### src/sv/sada_pkg.sv
// Shared types and codes for the sparse Adagrad dual-averaging update block.
package sada_pkg;

  // Result status codes
  localparam logic [1:0] ST_OK    = 2'd0;
  localparam logic [1:0] ST_ROW   = 2'd1;
  localparam logic [1:0] ST_DENOM = 2'd2;

  // Configuration register indexes
  localparam logic [2:0] REG_LEARN_RATE = 3'd0;
  localparam logic [2:0] REG_L1         = 3'd1;
  localparam logic [2:0] REG_L2         = 3'd2;
  localparam logic [2:0] REG_STEP       = 3'd3;
  localparam logic [2:0] REG_ROWS       = 3'd4;
  localparam logic [2:0] REG_ROW_WIDTH  = 3'd5;

  // Address accumulator width: 15-bit row times 13-bit width plus column
  localparam int ACC_W   = 30;
  localparam int WIDTH_W = 13;

  // Step counter load values (steps minus one) of the square root and the shared divider
  localparam logic [5:0] SQRT_ITER = 6'd31;
  localparam logic [5:0] DIV48_ITER = 6'd47;
  localparam logic [5:0] DIV32_ITER = 6'd31;

  typedef enum logic [4:0] {
    OP_NONE,
    OP_CLEAR,
    OP_LOAD,
    OP_ERR_ROW,
    OP_ADDR,
    OP_ADDR_SUB,
    OP_READ,
    OP_SUMS,
    OP_SQ_ACC,
    OP_ERR_DEN,
    OP_RATE,
    OP_SQRT_STEP,
    OP_DIV1_INIT,
    OP_DIV_STEP,
    OP_DENOM,
    OP_DIV2_INIT,
    OP_DIV3_INIT,
    OP_FINISH
  } dp_op_t;

  typedef struct packed {
    dp_op_t op;
  } dp_cmd_t;

  typedef struct packed {
    logic clear_last;
    logic row_bad;
    logic addr_ge;
    logic rate_zero;
    logic denom_zero;
  } dp_sts_t;

endpackage

### src/sv/sada_ctrl.sv
// Controller state machine sequencing the update of one element.
module sada_ctrl
  import sada_pkg::*;
(
  input  logic    clk,
  input  logic    rst,
  input  logic    start,
  input  dp_sts_t sts,
  output dp_cmd_t cmd,
  output logic    busy,
  output logic    done
);

  typedef enum logic [4:0] {
    S_CLEAR, S_IDLE, S_CHECK, S_MOD, S_SUMS, S_SQACC, S_RATE, S_SQRT,
    S_D1INIT, S_DIV1, S_DENOM, S_CHKDEN, S_DIV2, S_L1, S_DIV3, S_FINISH
  } state_t;

  state_t     state, state_next;
  logic [5:0] cnt, cnt_next;
  logic       done_next;

  always_comb begin
    state_next = state;
    cnt_next   = cnt;
    done_next  = 1'b0;
    cmd.op     = OP_NONE;
    unique case (state)
      S_CLEAR: begin
        cmd.op = OP_CLEAR;
        if (sts.clear_last) state_next = S_IDLE;
      end
      S_IDLE: begin
        if (start) begin
          cmd.op     = OP_LOAD;
          state_next = S_CHECK;
        end
      end
      S_CHECK: begin
        if (sts.row_bad) begin
          cmd.op     = OP_ERR_ROW;
          done_next  = 1'b1;
          state_next = S_IDLE;
        end else begin
          cmd.op     = OP_ADDR;
          state_next = S_MOD;
        end
      end
      S_MOD: begin
        // wrap the address into the store depth, then read
        if (sts.addr_ge) begin
          cmd.op = OP_ADDR_SUB;
        end else begin
          cmd.op     = OP_READ;
          state_next = S_SUMS;
        end
      end
      S_SUMS: begin
        cmd.op     = OP_SUMS;
        state_next = S_SQACC;
      end
      S_SQACC: begin
        cmd.op     = OP_SQ_ACC;
        state_next = S_RATE;
      end
      S_RATE: begin
        if (sts.rate_zero) begin
          cmd.op     = OP_ERR_DEN;
          done_next  = 1'b1;
          state_next = S_IDLE;
        end else begin
          cmd.op     = OP_RATE;
          cnt_next   = SQRT_ITER;
          state_next = S_SQRT;
        end
      end
      S_SQRT: begin
        cmd.op = OP_SQRT_STEP;
        if (cnt == '0) state_next = S_D1INIT;
        else cnt_next = cnt - 6'd1;
      end
      S_D1INIT: begin
        cmd.op     = OP_DIV1_INIT;
        cnt_next   = DIV48_ITER;
        state_next = S_DIV1;
      end
      S_DIV1: begin
        cmd.op = OP_DIV_STEP;
        if (cnt == '0) state_next = S_DENOM;
        else cnt_next = cnt - 6'd1;
      end
      S_DENOM: begin
        cmd.op     = OP_DENOM;
        state_next = S_CHKDEN;
      end
      S_CHKDEN: begin
        if (sts.denom_zero) begin
          cmd.op     = OP_ERR_DEN;
          done_next  = 1'b1;
          state_next = S_IDLE;
        end else begin
          cmd.op     = OP_DIV2_INIT;
          cnt_next   = DIV32_ITER;
          state_next = S_DIV2;
        end
      end
      S_DIV2: begin
        cmd.op = OP_DIV_STEP;
        if (cnt == '0) state_next = S_L1;
        else cnt_next = cnt - 6'd1;
      end
      S_L1: begin
        cmd.op     = OP_DIV3_INIT;
        cnt_next   = DIV48_ITER;
        state_next = S_DIV3;
      end
      S_DIV3: begin
        cmd.op = OP_DIV_STEP;
        if (cnt == '0) state_next = S_FINISH;
        else cnt_next = cnt - 6'd1;
      end
      S_FINISH: begin
        cmd.op     = OP_FINISH;
        done_next  = 1'b1;
        state_next = S_IDLE;
      end
      default: state_next = S_IDLE;
    endcase
  end

  always_ff @(posedge clk) begin
    if (rst) begin
      state <= S_CLEAR;
      cnt   <= '0;
      done  <= 1'b0;
    end else begin
      state <= state_next;
      cnt   <= cnt_next;
      done  <= done_next;
    end
  end

  assign busy = (state != S_IDLE);

endmodule

### config.mk
export PLATFORM = sky130hd
export DESIGN_NAME = sada_ctrl
export DESIGN_NICKNAME = d
export VERILOG_FILES = /design/src/sv/sada_pkg.sv /design/src/sv/sada_ctrl.sv
export SDC_FILE = /design/constraint.sdc
export NUM_CORES = 1
export LEC_CHECK = 0
export BUFFER_PORTS_ARGS = -buffer_cell sky130_fd_sc_hd__buf_2
export CAP_MARGIN = 40
export CORE_ASPECT_RATIO = 1.2
export CORE_MARGIN = 2
export CORE_UTILIZATION = 50
export DETAILED_ROUTE_END_ITERATION = 7
export GPL_ROUTABILITY_DRIVEN = 0
export PLACE_DENSITY = 0.74
export RECOVER_POWER = 100
export SETUP_SLACK_MARGIN = 0.5
export SYNTH_ARGS = -nofsm -noshare
export SYNTH_HDL_FRONTEND = slang
export SYNTH_SLANG_ARGS = --single-unit
### constraint.sdc
create_clock -name clk -period 1.42 [get_ports clk]
set_clock_uncertainty 0.05 [all_clocks]
set_input_delay 0.213 -clock clk [delete_from_list [all_inputs] [get_ports clk]]
set_output_delay 0.213 -clock clk [all_outputs]
set_load 0.03 [all_outputs]
==> impl_metrics.xml, run 1 <==
<?xml version="1.0" encoding="UTF-8"?>
<metrics>
  <group name="synthesis">
    <metric name="mappedNetlistArea" unit="sq um">1030</metric>
    <metric name="synth_top_flop_cell" unit="">sky130_fd_sc_hd__dfxtp_1</metric>
    <metric name="post_synth_mux_area_share" unit="%">2.93</metric>
    <metric name="yosys_warnings" unit="">0</metric>
    <metric name="post_synth_fa_ha_maj_area_fraction" unit="%">2.44</metric>
    <metric name="leading_cell_types_by_total_area_after_synthesis" unit="">sky130_fd_sc_hd__dfxtp_1 21%, sky130_fd_sc_hd__o21ai_0 8.3%, sky130_fd_sc_hd__a21oi_1 6.3%, sky130_fd_sc_hd__a31oi_1 3.7%, sky130_fd_sc_hd__nand2_1 3.7%</metric>
    <metric name="postSynthRegisterBits" unit="">11</metric>
    <metric name="synth-edff-count" unit="">0</metric>
    <metric name="synthMostInstantiatedCell" unit="">sky130_fd_sc_hd__o21ai_0</metric>
    <metric name="synth_sequential_area_ratio" unit="%">21.5</metric>
    <metric name="synthesis.instances" unit="">140</metric>
    <metric name="synth_async_sr_flop_share" unit="%">0</metric>
    <metric name="synthesis.area_per_instance" unit="sq um">7.33</metric>
    <metric name="synth_largest_type_area_fraction" unit="%">21.5</metric>
    <metric name="synth_fp_nets" unit="">150</metric>
    <metric name="synth-compound-area-share" unit="%">38.2</metric>
    <metric name="yosys.area.top_type" unit="">sky130_fd_sc_hd__dfxtp_1</metric>
    <metric name="post_synth_xor_area_fraction" unit="%">0</metric>
    <metric name="yosys.cell_types.count" unit="">51</metric>
    <metric name="post_synth_and_or_nand_nor_area_fraction" unit="%">26.7</metric>
    <metric name="synth_top_cells_by_count" unit="">17 x sky130_fd_sc_hd__o21ai_0, 13 x sky130_fd_sc_hd__a21oi_1, 11 x sky130_fd_sc_hd__dfxtp_1, 10 x sky130_fd_sc_hd__nand2_1, 8 x sky130_fd_sc_hd__inv_1</metric>
    <metric name="synth_top_family_by_area" unit="">compound AO/OA/AOI/OAI gates</metric>
  </group>
  <group name="die">
    <metric name="die_width" unit="um">45.4</metric>
    <metric name="row_count" unit="">17</metric>
    <metric name="fp.dieH" unit="um">53.6</metric>
    <metric name="initial_utilization" unit="%">54.2</metric>
    <metric name="io-pin-count" unit="">15</metric>
  </group>
  <group name="cts">
    <metric name="cts_htree_levels" unit="">1</metric>
    <metric name="cts.root.buffer_cell" unit="">sky130_fd_sc_hd__clkbuf_4</metric>
    <metric name="tritoncts.num_buffers" unit="">3</metric>
    <metric name="holdBufCountCts" unit="">0</metric>
    <metric name="clock_sinks" unit="">11</metric>
    <metric name="max-clock-path-buffers" unit="">2</metric>
  </group>
  <group name="place">
    <metric name="dpl-instance-area" unit="sq um">1540</metric>
    <metric name="port_buffers" unit="">14</metric>
    <metric name="half_perimeter_wire_length_after_detailed_placement" unit="um">2620</metric>
  </group>
  <group name="outcome">
    <metric name="outcome" unit="">did not finish</metric>
    <metric name="error_line" unit="">[ERROR DPL-0038] Utilization greater than 100%, impossible to legalize</metric>
    <metric name="flow.stopped_at" unit="">5_1_grt</metric>
  </group>
  <group name="sta">
    <metric name="postGrtWorstEndpoint" unit="">cmd[0]</metric>
    <metric name="worstEpCategory" unit="">output port</metric>
  </group>
  <group name="global_routing">
    <metric name="grt_start_max_net_pins" unit="">12</metric>
  </group>
</metrics>
==> cells by family after synthesis <==
group                    after synthesis
AO/OA/AOI/OAI                         60
AND/OR/NAND/NOR                       46
buffers and inverters                 18
flip-flops                            11
multiplexers                           3
adder cells (fa/ha/maj)                2
==> metrics by stage <==
stage | setup slack (ns) | std cells | utilization, %
2_1_floorplan | -0.0906 | 140 | -
3_3_place_gp | -0.136 | 208 | 81.4
3_5_place_dp | -0.161 | 208 | 81.4
4_1_cts | -0.322 | 222 | 96.5
==> repair_timing <==
item	CTS
pin swaps	24
buffers inserted	10
resized for setup	56
setup endpoints to repair	18
==> run 2: changes to the inputs <==
--- a/config.mk
+++ b/config.mk
@@ -7,14 +7,12 @@
 export LEC_CHECK = 0
 export BUFFER_PORTS_ARGS = -buffer_cell sky130_fd_sc_hd__buf_2
 export CAP_MARGIN = 40
-export CORE_ASPECT_RATIO = 1.2
-export CORE_MARGIN = 2
-export CORE_UTILIZATION = 50
+export CORE_AREA = 2 2 63 65
 export DETAILED_ROUTE_END_ITERATION = 7
+export DIE_AREA = 0 0 65 67
 export GPL_ROUTABILITY_DRIVEN = 0
-export PLACE_DENSITY = 0.74
+export PLACE_DENSITY_LB_ADDON = 0.15
 export RECOVER_POWER = 100
-export SETUP_SLACK_MARGIN = 0.5
 export SYNTH_ARGS = -nofsm -noshare
 export SYNTH_HDL_FRONTEND = slang
 export SYNTH_SLANG_ARGS = --single-unit
==> constraint.sdc (replaced) <==
create_clock -name clk -period 1.8 [get_ports clk]
set_clock_uncertainty 0.05 [all_clocks]
set_input_delay 0.27 -clock clk [delete_from_list [all_inputs] [get_ports clk]]
set_output_delay 0.27 -clock clk [all_outputs]
set_load 0.03 [all_outputs]
==> run 2 against run 1 <==
Net effect: the flow now finishes without violations; synthesized cell count stayed put; synthesized area is the same.
==> impl_metrics.xml, run 2 <==
<?xml version="1.0" encoding="UTF-8"?>
<metrics>
  <group name="global_routing">
    <metric name="globalRouteOverflowTotal" unit="">0</metric>
    <metric name="grt_start_max_net_pins" unit="">21</metric>
    <metric name="grt_pass1_wl" unit="um">4890</metric>
    <metric name="grt_pass1_vias" unit="">1061</metric>
    <metric name="antenna_violations_before_repair" unit="">0</metric>
    <metric name="grt_use_total" unit="%">14.2</metric>
  </group>
  <group name="synthesis">
    <metric name="synthesis.area_per_instance" unit="sq um">7.33</metric>
    <metric name="yosys.area.top_type" unit="">sky130_fd_sc_hd__dfxtp_1</metric>
    <metric name="yosys.cell_types.count" unit="">51</metric>
    <metric name="post_synth_fa_ha_maj_area_fraction" unit="%">2.44</metric>
    <metric name="yosys_warnings" unit="">0</metric>
    <metric name="post_synth_mux_area_share" unit="%">2.93</metric>
    <metric name="synth_largest_type_area_fraction" unit="%">21.5</metric>
    <metric name="leading_cell_types_by_total_area_after_synthesis" unit="">sky130_fd_sc_hd__dfxtp_1 21%, sky130_fd_sc_hd__o21ai_0 8.3%, sky130_fd_sc_hd__a21oi_1 6.3%, sky130_fd_sc_hd__a31oi_1 3.7%, sky130_fd_sc_hd__nand2_1 3.7%</metric>
    <metric name="synth_fp_nets" unit="">150</metric>
    <metric name="synth_sequential_area_ratio" unit="%">21.5</metric>
    <metric name="synthMostInstantiatedCell" unit="">sky130_fd_sc_hd__o21ai_0</metric>
    <metric name="synth-edff-count" unit="">0</metric>
    <metric name="synth_top_family_by_area" unit="">compound AO/OA/AOI/OAI gates</metric>
    <metric name="synth_async_sr_flop_share" unit="%">0</metric>
    <metric name="post_synth_xor_area_fraction" unit="%">0</metric>
    <metric name="postSynthRegisterBits" unit="">11</metric>
    <metric name="mappedNetlistArea" unit="sq um">1030</metric>
    <metric name="synth_top_flop_cell" unit="">sky130_fd_sc_hd__dfxtp_1</metric>
    <metric name="synth-compound-area-share" unit="%">38.2</metric>
    <metric name="synth_top_cells_by_count" unit="">17 x sky130_fd_sc_hd__o21ai_0, 13 x sky130_fd_sc_hd__a21oi_1, 11 x sky130_fd_sc_hd__dfxtp_1, 10 x sky130_fd_sc_hd__nand2_1, 8 x sky130_fd_sc_hd__inv_1</metric>
    <metric name="post_synth_and_or_nand_nor_area_fraction" unit="%">26.7</metric>
    <metric name="synthesis.instances" unit="">140</metric>
  </group>
  <group name="critical_path">
    <metric name="arrival" unit="ns">1.43</metric>
    <metric name="critPathKind" unit="">reg2out</metric>
    <metric name="crit_path_start_kind" unit="">register</metric>
    <metric name="critical_path.endpoint_type" unit="">primary output</metric>
    <metric name="worst-r2r-setup-slack" unit="ns">0.07</metric>
    <metric name="worstPathMaxFanout" unit="">7</metric>
    <metric name="timing.critical_path.required" unit="ns">1.48</metric>
  </group>
  <group name="cells_and_area">
    <metric name="nets" unit="">181</metric>
    <metric name="insertedDiodeCount" unit="">0</metric>
    <metric name="fraction_of_final_layout_cells_with_drive_strength_greater_than_1" unit="%">33.5</metric>
    <metric name="layout_common_cells" unit="">17 x sky130_fd_sc_hd__buf_4, 13 x sky130_fd_sc_hd__o21ai_0, 13 x sky130_fd_sc_hd__a21oi_1</metric>
    <metric name="layout.cells.most_common" unit="">sky130_fd_sc_hd__buf_4</metric>
    <metric name="post_layout_nonfiller_instances" unit="">218</metric>
    <metric name="layout.cell_area.non_filler" unit="sq um">1390</metric>
    <metric name="largestRegisters" unit="">cnt x6, state x4, done x1</metric>
    <metric name="largest-register" unit="">cnt</metric>
    <metric name="syn_to_final_growth" unit="%">35.4</metric>
    <metric name="largest_register_ff_count" unit="">6</metric>
  </group>
  <group name="sta">
    <metric name="finalHoldWorstSlack" unit="ns">0.302</metric>
    <metric name="worst_slack" unit="ns">0.0544</metric>
    <metric name="grt_setup_unrepaired" unit="">yes</metric>
    <metric name="tightest_slew_margin_relative_to_the_limit" unit="%">75.9</metric>
    <metric name="finalHoldViolCount" unit="">0</metric>
    <metric name="max_slew.worst_pin.slew" unit="ns">0.362</metric>
    <metric name="maximum_clock_frequency" unit="GHz">0.573</metric>
    <metric name="timing.final.crit_share" unit="%">97.0</metric>
    <metric name="setup_violations_final" unit="">0</metric>
    <metric name="finalMaxSlewViolations" unit="">0</metric>
    <metric name="layout_min_cycle_time" unit="ns">1.75</metric>
  </group>
  <group name="outcome">
    <metric name="outcome" unit="">finished clean</metric>
  </group>
  <group name="pwr">
    <metric name="cellLeakagePower" unit="nW">0.529</metric>
    <metric name="p_per_area" unit="nW/um^2">650</metric>
    <metric name="power.ir.vdd_worst" unit="mV">0.347</metric>
  </group>
  <group name="routing">
    <metric name="routed_vias_inst" unit="">5.28</metric>
    <metric name="route.antenna.remaining_nets" unit="">0</metric>
    <metric name="final_wirelength" unit="um">2870</metric>
    <metric name="dr.first_iter.drc_count" unit="">53</metric>
    <metric name="drt_pass1_iterations" unit="">4</metric>
    <metric name="num_vias" unit="">1151</metric>
    <metric name="detail_route.drc_violations" unit="">0</metric>
    <metric name="routedWlPerCell" unit="um">13.1</metric>
  </group>
  <group name="cts">
    <metric name="insertion_delay" unit="ns">0.24</metric>
    <metric name="cts.root.buffer_cell" unit="">sky130_fd_sc_hd__clkbuf_8</metric>
    <metric name="clock_sinks" unit="">11</metric>
    <metric name="tritoncts_clock_tree" unit="">done</metric>
    <metric name="cts_htree_levels" unit="">1</metric>
    <metric name="path_clk_slew" unit="ns">0.05</metric>
    <metric name="tritoncts.num_buffers" unit="">3</metric>
    <metric name="max-clock-path-buffers" unit="">2</metric>
  </group>
  <group name="run">
    <metric name="max-cap-violations" unit="">0</metric>
  </group>
  <group name="die">
    <metric name="initial_utilization" unit="%">28.5</metric>
    <metric name="coreArea" unit="sq um">3610</metric>
    <metric name="io-pin-count" unit="">15</metric>
    <metric name="die_width" unit="um">65</metric>
    <metric name="row_count" unit="">22</metric>
    <metric name="dieArea" unit="sq um">4360</metric>
    <metric name="fp.dieH" unit="um">67</metric>
  </group>
  <group name="place">
    <metric name="post-place-cells" unit="">206</metric>
    <metric name="pre_cts_slack" unit="ns">0.0178</metric>
    <metric name="dpl-instance-area" unit="sq um">1210</metric>
    <metric name="half_perimeter_wire_length_after_detailed_placement" unit="um">2110</metric>
    <metric name="port_buffers" unit="">14</metric>
  </group>
  <group name="worst_hold_path">
    <metric name="hold_path_class" unit="">in2reg</metric>
  </group>
</metrics>
[run 2: cell counts after synthesis]
No cell type changed its count.
[run 2: timing repair]
action                     4_1_cts  5_1_grt
cloned                           0        0
hold buffers                     0        0
setup endpoints to repair        4        7
gates resized for setup         12       13
buffers inserted                 5        3
pin swaps                        1        5
[run 2: worst paths after layout]
check | cells after the start | to | start
worst min register to register | 1 | cnt[0]$_SDFFE_PP0P_ | cnt[0]$_SDFFE_PP0P_
worst max-delay path | 4 | busy | state[1]$_SDFFE_PP0P_
worst min-delay path | 2 | cnt[5]$_SDFFE_PP0P_ | rst
worst max register to register | 7 | state[0]$_SDFFE_PP0P_ | state[1]$_SDFFE_PP0P_
[run 2: cell families (layout without fill, tap and decap cells)]
group | count (synthesis) | in the layout
simple gates | 46 | 46
compound gates | 60 | 60
mux | 3 | 3
flops | 11 | 11
buf+inv | 18 | 48
fa+ha+maj | 2 | 2
[run 2: critical path, stage by stage (launching register included)]
cell and delay, ns:
sky130_fd_sc_hd__dfxtp_4 0.34, sky130_fd_sc_hd__buf_6 0.12, sky130_fd_sc_hd__or2_4 0.24, sky130_fd_sc_hd__or3_4 0.33, sky130_fd_sc_hd__buf_6 0.14
[run 2: routing by layer]
metal / vias up / share of wire, % / global-route usage, %
met5: - / 0 / 0
met4: 0 / 0.28 / 1.60
met3: 2 / 5.7 / 4.05
met2: 35 / 48 / 24.2
met1: 532 / 46 / 18.2
li1: 582 / - / -
[run 2: report_power, final]
part	switching, W	internal [W]	leakage (nW)
sequential	0.0000151	0.000256	0.0916
clock	0.000101	0.000156	0.0228
combinational	0.000199	0.000176	0.414
[run 2: through the flow]
step	TNS, ns	utilization [%]	power (W)
CTS	0	36.6	0.000863
detailed placement	0	33.4	0.000578
floorplan	0	-	0.000490
global placement	0	33.4	0.000581
global route	-0.000636	38.5	0.000955
finish	0	38.5	0.000903
[run 2: layout make-up]
type	instances	area (sq um)
inverters	8	30.0
repair buffers	36	267
flip-flops and latches	11	233
fillers	379	2220
multi-input cells	111	754
clock buffers	4	45.0
well taps	48	60.1
Power figures use the tool's default switching activity.
==> run 3: changes to the inputs <==
--- a/config.mk
+++ b/config.mk
@@ -11,7 +11,7 @@
 export DETAILED_ROUTE_END_ITERATION = 7
 export DIE_AREA = 0 0 65 67
 export GPL_ROUTABILITY_DRIVEN = 0
-export PLACE_DENSITY_LB_ADDON = 0.15
+export PLACE_DENSITY = 0.42
 export RECOVER_POWER = 100
 export SYNTH_ARGS = -nofsm -noshare
 export SYNTH_HDL_FRONTEND = slang
==> run 3 against run 2 <==
Net effect: clock-buffer cell count did not move; total power is 3.3% higher; worst hold slack better by 0.014 ns; non-clock buffer count rose by 3; combinational power rose by 11%; wire length up 6.6%; global-route usage rose by 0.68 points; clock power fell by 2%; largest cell class unchanged; die area did not move; critical path depth stayed put; register-to-register slack is essentially flat; first-iteration DRC count is 9.4% lower.
==> impl_metrics.xml, run 3 (synthesis gave the netlist of run 2 again) <==
<?xml version="1.0" encoding="UTF-8"?>
<metrics>
  <group name="outcome">
    <metric name="outcome" unit="">finished clean</metric>
  </group>
  <group name="routing">
    <metric name="routed_vias_inst" unit="">5.15</metric>
    <metric name="dr.first_iter.drc_count" unit="">48</metric>
    <metric name="detail_route.drc_violations" unit="">0</metric>
    <metric name="drt_pass1_iterations" unit="">4</metric>
    <metric name="route.antenna.remaining_nets" unit="">0</metric>
    <metric name="num_vias" unit="">1139</metric>
    <metric name="routedWlPerCell" unit="um">13.8</metric>
    <metric name="final_wirelength" unit="um">3050</metric>
  </group>
  <group name="sta">
    <metric name="max_slew.worst_pin.slew" unit="ns">0.405</metric>
    <metric name="timing.final.crit_share" unit="%">99.7</metric>
    <metric name="finalHoldWorstSlack" unit="ns">0.316</metric>
    <metric name="tightest_slew_margin_relative_to_the_limit" unit="%">72.7</metric>
    <metric name="timing.setup.tns" unit="ns">0</metric>
    <metric name="grt_setup_unrepaired" unit="">yes</metric>
    <metric name="finalMaxSlewViolations" unit="">0</metric>
    <metric name="setup_violations_final" unit="">0</metric>
    <metric name="finalHoldViolCount" unit="">0</metric>
    <metric name="maximum_clock_frequency" unit="GHz">0.557</metric>
    <metric name="layout_min_cycle_time" unit="ns">1.80</metric>
  </group>
  <group name="pwr">
    <metric name="power.combinational.fraction" unit="%">44.5</metric>
    <metric name="power_frac_seq" unit="%">28.5</metric>
    <metric name="internal_power" unit="W">0.000612</metric>
    <metric name="totalPowerFinal" unit="W">0.000933</metric>
    <metric name="power.ir.vdd_worst" unit="mV">0.288</metric>
    <metric name="cellLeakagePower" unit="nW">0.550</metric>
    <metric name="switching_power" unit="W">0.000320</metric>
    <metric name="pwr-share-clk" unit="%">27.0</metric>
    <metric name="p_per_area" unit="nW/um^2">656</metric>
    <metric name="netSwitchingFraction" unit="%">34.3</metric>
  </group>
  <group name="place">
    <metric name="port_buffers" unit="">14</metric>
    <metric name="half_perimeter_wire_length_after_detailed_placement" unit="um">2190</metric>
    <metric name="post-place-cells" unit="">208</metric>
  </group>
  <group name="cts">
    <metric name="tritoncts.num_buffers" unit="">3</metric>
    <metric name="insertion_delay" unit="ns">0.24</metric>
    <metric name="clock_sinks" unit="">11</metric>
    <metric name="tritoncts_clock_tree" unit="">done</metric>
    <metric name="cts.root.buffer_cell" unit="">sky130_fd_sc_hd__clkbuf_8</metric>
    <metric name="path_clk_slew" unit="ns">0.05</metric>
    <metric name="cts_htree_levels" unit="">1</metric>
    <metric name="max-clock-path-buffers" unit="">2</metric>
  </group>
  <group name="critical_path">
    <metric name="critical_path.endpoint_type" unit="">primary output</metric>
    <metric name="critPathBufInv" unit="">2</metric>
    <metric name="most_prevalent_standard_cell_on_the_critical_path" unit="">sky130_fd_sc_hd__buf_6</metric>
    <metric name="cp_slowest_cell" unit="">sky130_fd_sc_hd__or3_4</metric>
    <metric name="arrival" unit="ns">1.48</metric>
    <metric name="critical_path.max_stage_delay" unit="ns">0.38</metric>
    <metric name="worstPathMaxFanout" unit="">5</metric>
    <metric name="cp_cell_sequence" unit="">buf_6 -&gt; or2_4 -&gt; or3_4 -&gt; buf_6</metric>
    <metric name="critPathKind" unit="">reg2out</metric>
    <metric name="crit_path_start_kind" unit="">register</metric>
    <metric name="timing.critical_path.required" unit="ns">1.48</metric>
    <metric name="cell_type_group_with_the_largest_total_delay_on_the_critical_path" unit="">simple AND/OR/NAND/NOR gates</metric>
  </group>
  <group name="die">
    <metric name="coreArea" unit="sq um">3610</metric>
    <metric name="fp.dieH" unit="um">67</metric>
    <metric name="row_count" unit="">22</metric>
    <metric name="die_width" unit="um">65</metric>
    <metric name="dieArea" unit="sq um">4360</metric>
    <metric name="io-pin-count" unit="">15</metric>
    <metric name="initial_utilization" unit="%">28.5</metric>
  </group>
  <group name="cells_and_area">
    <metric name="nFillCells" unit="">362</metric>
    <metric name="largest-register" unit="">cnt</metric>
    <metric name="area.sequential" unit="sq um">235</metric>
    <metric name="layout.cells.most_common" unit="">sky130_fd_sc_hd__buf_4</metric>
    <metric name="nets" unit="">184</metric>
    <metric name="post_layout_nonfiller_instances" unit="">221</metric>
    <metric name="combined_area_of_the_multi_input_logic_cells" unit="sq um">754</metric>
    <metric name="largestRegisters" unit="">cnt x6, state x4, done x1</metric>
    <metric name="fraction_of_final_layout_cells_with_drive_strength_greater_than_1" unit="%">36.4</metric>
    <metric name="layout_common_cells" unit="">22 x sky130_fd_sc_hd__buf_4, 13 x sky130_fd_sc_hd__o21ai_0, 12 x sky130_fd_sc_hd__a21oi_1</metric>
    <metric name="layout.core_utilization" unit="%">39.5</metric>
    <metric name="insertedDiodeCount" unit="">0</metric>
    <metric name="largest_register_ff_count" unit="">6</metric>
    <metric name="syn_to_final_growth" unit="%">38.7</metric>
  </group>
  <group name="global_routing">
    <metric name="grt_use_total" unit="%">14.9</metric>
    <metric name="grt_pass1_vias" unit="">1047</metric>
    <metric name="grt_start_max_net_pins" unit="">13</metric>
    <metric name="globalRouteOverflowTotal" unit="">0</metric>
    <metric name="grt_pass1_wl" unit="um">5040</metric>
    <metric name="antenna_violations_before_repair" unit="">0</metric>
  </group>
  <group name="run">
    <metric name="max-cap-violations" unit="">0</metric>
  </group>
  <group name="worst_hold_path">
    <metric name="hold_path_class" unit="">in2reg</metric>
  </group>
</metrics>
-- run 3: changes by cell type in the layout (fill, tap and decap cells not counted), sizes merged --
cell / previous run / this run
clkbuf: 7 / 6
buf: 33 / 37
-- run 3: metal layers --
layer | vias to the layer above | track usage, % | routed length [um] | share of wire (%)
li1 | 591 | - | - | -
met1 | 525 | 20.4 | 1470 | 48
met2 | 21 | 24.2 | 1480 | 48
met3 | 2 | 3.04 | 102 | 3.3
met4 | 0 | 2.39 | 10 | 0.33
met5 | - | 0 | 0 | 0
-- run 3: per-stage QoR --
step	instance area (sq um)	setup WS, ns
6_report	1420	0.00456
5_1_grt	1420	-0.0501
4_1_cts	1360	0.00264
3_5_place_dp	1230	0.0659
3_3_place_gp	1230	0.0177
2_1_floorplan	1030	0.109
-- run 3: worst paths after layout --
path	start	end	slack [ns]	cells past startpoint
worst max-delay path	state[2]$_SDFFE_PP0P_	busy	0.005	4
worst min-delay path	rst	cnt[5]$_SDFFE_PP0P_	0.32	2
worst max register to register	state[2]$_SDFFE_PP0P_	state[0]$_SDFFE_PP0P_	0.07	7
worst min register to register	cnt[0]$_SDFFE_PP0P_	cnt[0]$_SDFFE_PP0P_	0.47	1
-- run 3: area by class of cell --
class                   instances  area share (%)
inverters                       8            2.11
flip-flops and latches         11            16.5
multi-input cells             111            53.0
well taps                      48            4.22
repair buffers                 39            20.9
clock buffers                   4            3.17
-- run 3: power groups by stage --
stage / combinational (W) / sequential [W] / clock (W)
after global routing: 0.000449 / 0.000268 / 0.000272
after global placement: 0.000325 / 0.000275 / 0
after CTS: 0.000375 / 0.000270 / 0.000260
final: 0.000416 / 0.000266 / 0.000252
after detailed placement: 0.000323 / 0.000275 / 0
after floorplan: 0.000222 / 0.000268 / 0
-- run 3: timing repair --
item                                    in CTS  in global routing
buffers inserted                             4                  5
pin swaps                                    1                  4
endpoints found under the setup margin       4                  6
resized for setup                           18                 11
hold buffers                                 0                  0
==> run 4: changes to the inputs <==
==> constraint.sdc (replaced) <==
create_clock -name clk -period 2.3 [get_ports clk]
set_clock_uncertainty 0.05 [all_clocks]
set_input_delay 0.345 -clock clk [delete_from_list [all_inputs] [get_ports clk]]
set_output_delay 0.345 -clock clk [all_outputs]
set_load 0.03 [all_outputs]
==> run 4 against run 3 <==
Net effect: design area is 18% lower; total power shrank 34%; combinational power shrank 53%; largest cell class unchanged; utilization shrank 7.0 points; sequential share of layout area rose by 2.4 points; clock power down 21%; critical path depth unchanged; flip-flop and latch count unchanged; cell count is 9.0% lower.
==> impl_metrics.xml, run 4 (synthesis gave the netlist of run 2 again) <==
<?xml version="1.0" encoding="UTF-8"?>
<metrics>
  <group name="cts">
    <metric name="max-clock-path-buffers" unit="">2</metric>
    <metric name="cts_htree_levels" unit="">1</metric>
    <metric name="tritoncts.num_buffers" unit="">3</metric>
    <metric name="path_clk_slew" unit="ns">0.05</metric>
    <metric name="cts.root.buffer_cell" unit="">sky130_fd_sc_hd__clkbuf_8</metric>
    <metric name="clock_sinks" unit="">11</metric>
    <metric name="insertion_delay" unit="ns">0.24</metric>
    <metric name="tritoncts_clock_tree" unit="">done</metric>
  </group>
  <group name="cells_and_area">
    <metric name="fraction_of_final_layout_cells_with_drive_strength_greater_than_1" unit="%">20.9</metric>
    <metric name="insertedDiodeCount" unit="">0</metric>
    <metric name="largest-register" unit="">cnt</metric>
    <metric name="layout.cells.most_common" unit="">sky130_fd_sc_hd__o21ai_0</metric>
    <metric name="layout_common_cells" unit="">17 x sky130_fd_sc_hd__o21ai_0, 13 x sky130_fd_sc_hd__a21oi_1, 13 x sky130_fd_sc_hd__buf_2</metric>
    <metric name="largest_register_ff_count" unit="">6</metric>
    <metric name="nets" unit="">164</metric>
    <metric name="syn_to_final_growth" unit="%">14.0</metric>
    <metric name="post_layout_nonfiller_instances" unit="">201</metric>
    <metric name="largestRegisters" unit="">cnt x6, state x4, done x1</metric>
  </group>
  <group name="sta">
    <metric name="max_slew.worst_pin.slew" unit="ns">0.511</metric>
    <metric name="tightest_slew_margin_relative_to_the_limit" unit="%">65.9</metric>
    <metric name="finalHoldViolCount" unit="">0</metric>
    <metric name="timing.setup.tns" unit="ns">0</metric>
    <metric name="worst_slack" unit="ns">0.121</metric>
    <metric name="layout_min_cycle_time" unit="ns">2.18</metric>
    <metric name="maximum_clock_frequency" unit="GHz">0.459</metric>
    <metric name="grt_setup_unrepaired" unit="">no</metric>
    <metric name="finalHoldWorstSlack" unit="ns">0.377</metric>
    <metric name="setup_violations_final" unit="">0</metric>
    <metric name="finalMaxSlewViolations" unit="">0</metric>
    <metric name="timing.final.crit_share" unit="%">94.7</metric>
  </group>
  <group name="routing">
    <metric name="dr.first_iter.drc_count" unit="">34</metric>
    <metric name="routedWlPerCell" unit="um">14.0</metric>
    <metric name="final_wirelength" unit="um">2810</metric>
    <metric name="detail_route.drc_violations" unit="">0</metric>
    <metric name="drt_pass1_iterations" unit="">4</metric>
    <metric name="route.antenna.remaining_nets" unit="">0</metric>
    <metric name="detailroute.wirelength.met2" unit="um">1360</metric>
    <metric name="route.layer.met1.wl" unit="um">1340</metric>
    <metric name="highest-signal-layer" unit="">met4</metric>
    <metric name="met3_wirelength" unit="um">90</metric>
    <metric name="num_vias" unit="">1099</metric>
    <metric name="routed_vias_inst" unit="">5.47</metric>
  </group>
  <group name="critical_path">
    <metric name="critPathBufInv" unit="">3</metric>
    <metric name="critical_path.max_stage_delay" unit="ns">0.50</metric>
    <metric name="critPathKind" unit="">reg2out</metric>
    <metric name="reg2reg_from" unit="">state[0]$_SDFFE_PP0P_</metric>
    <metric name="cp_cell_sequence" unit="">buf_2 -&gt; inv_1 -&gt; or3_1 -&gt; buf_2</metric>
    <metric name="worstPathMaxFanout" unit="">13</metric>
    <metric name="regToRegEndpoint" unit="">state[0]$_SDFFE_PP0P_</metric>
    <metric name="arrival" unit="ns">1.78</metric>
    <metric name="timing.critical_path.required" unit="ns">1.90</metric>
    <metric name="cell_type_group_with_the_largest_total_delay_on_the_critical_path" unit="">buffers and inverters</metric>
    <metric name="most_prevalent_standard_cell_on_the_critical_path" unit="">sky130_fd_sc_hd__buf_2</metric>
    <metric name="crit_path_start_kind" unit="">register</metric>
    <metric name="timing.reg2reg.worst_path_depth" unit="">5</metric>
    <metric name="critical_path.endpoint_type" unit="">primary output</metric>
    <metric name="worst-r2r-setup-slack" unit="ns">0.32</metric>
    <metric name="cp_slowest_cell" unit="">sky130_fd_sc_hd__dfxtp_1</metric>
  </group>
  <group name="pwr">
    <metric name="p_per_area" unit="nW/um^2">526</metric>
    <metric name="cellLeakagePower" unit="nW">0.417</metric>
    <metric name="power.ir.vdd_worst" unit="mV">0.364</metric>
  </group>
  <group name="place">
    <metric name="half_perimeter_wire_length_after_detailed_placement" unit="um">2140</metric>
    <metric name="post-place-cells" unit="">197</metric>
    <metric name="pre_cts_slack" unit="ns">0.294</metric>
    <metric name="port_buffers" unit="">14</metric>
  </group>
  <group name="worst_hold_path">
    <metric name="hold_path.startpoint" unit="">rst</metric>
    <metric name="timing.hold.worst_path_depth" unit="">2</metric>
    <metric name="hold_end" unit="">cnt[5]$_SDFFE_PP0P_</metric>
    <metric name="hold_path_class" unit="">in2reg</metric>
  </group>
  <group name="die">
    <metric name="coreArea" unit="sq um">3610</metric>
    <metric name="dieArea" unit="sq um">4360</metric>
    <metric name="initial_utilization" unit="%">28.5</metric>
    <metric name="io-pin-count" unit="">15</metric>
    <metric name="row_count" unit="">22</metric>
    <metric name="fp.dieH" unit="um">67</metric>
    <metric name="die_width" unit="um">65</metric>
  </group>
  <group name="global_routing">
    <metric name="grt_use_total" unit="%">14.0</metric>
    <metric name="antenna_violations_before_repair" unit="">0</metric>
    <metric name="grt_pass1_wl" unit="um">4770</metric>
    <metric name="grt_pass1_vias" unit="">994</metric>
    <metric name="globalRouteOverflowTotal" unit="">0</metric>
    <metric name="grt_start_max_net_pins" unit="">22</metric>
  </group>
  <group name="run">
    <metric name="max-cap-violations" unit="">0</metric>
  </group>
  <group name="outcome">
    <metric name="outcome" unit="">finished clean</metric>
  </group>
</metrics>
[run 4: cell types whose count changed in the layout (fill, tap and decap cells not counted), sizes merged]
cell,delta
buf,-20
clkbuf,-1
clkinv,+1
[run 4: repair_timing]
| item | CTS | global route |
|---|---|---|
| endpoints found under the setup margin | 0 | 2 |
| gates resized for setup | 0 | 1 |
| setup buffers | 0 | 0 |
| hold endpoints to repair | 0 | 0 |
| hold buffers | 0 | 0 |
[run 4: area by class of cell]
cell class,count,area (sq um)
fillers,398,2440
well taps,48,60.1
inverters,8,30.0
repair buffers,19,103
multi-input cells,111,709
flip-flops and latches,11,221
clock inverters,1,5.00
clock buffers,3,41.3
[run 4: worst reg2reg max path, stage by stage (launching register included)]
cell and delay, ns:
sky130_fd_sc_hd__dfxtp_1 0.50, sky130_fd_sc_hd__buf_2 0.32, sky130_fd_sc_hd__mux2i_1 0.22, sky130_fd_sc_hd__a32oi_1 0.16, sky130_fd_sc_hd__and3_1 0.23, sky130_fd_sc_hd__a2111oi_0 0.38
[run 4: worst max path at each step]
stage,start,end,depth (start not counted)
final,state[0]$_SDFFE_PP0P_,busy,4
after detailed placement,state[2]$_SDFFE_PP0P_,cmd[1],5
after global placement,state[2]$_SDFFE_PP0P_,cmd[1],5
after floorplan,state[1]$_SDFFE_PP0P_,cmd[3],4
after CTS,state[2]$_SDFFE_PP0P_,cmd[1],5
after global routing,state[0]$_SDFFE_PP0P_,busy,4
[run 4: per-layer routing]
metal / global-route usage (%) / vias up
met2: 23.3 / 13
met5: 0 / -
met1: 18.2 / 536
met3: 3.38 / 3
li1: - / 547
met4: 3.19 / 0
[run 4: where the power goes]
group / switching, W / internal [W] / total (W)
clock: 0.0000798 / 0.000119 / 0.000199
sequential: 0.0000201 / 0.000199 / 0.000219
combinational: 0.000127 / 0.0000702 / 0.000197
[run 4: through the flow]
stage                     util, %  total power [W]  instance area, sq um
after floorplan                 -         0.000382                  1030
after global placement       31.6         0.000427                  1140
after detailed placement     31.6         0.000429                  1140
after CTS                    32.9         0.000632                  1180
after global routing         32.4         0.000656                  1170
final                        32.4         0.000615                  1170
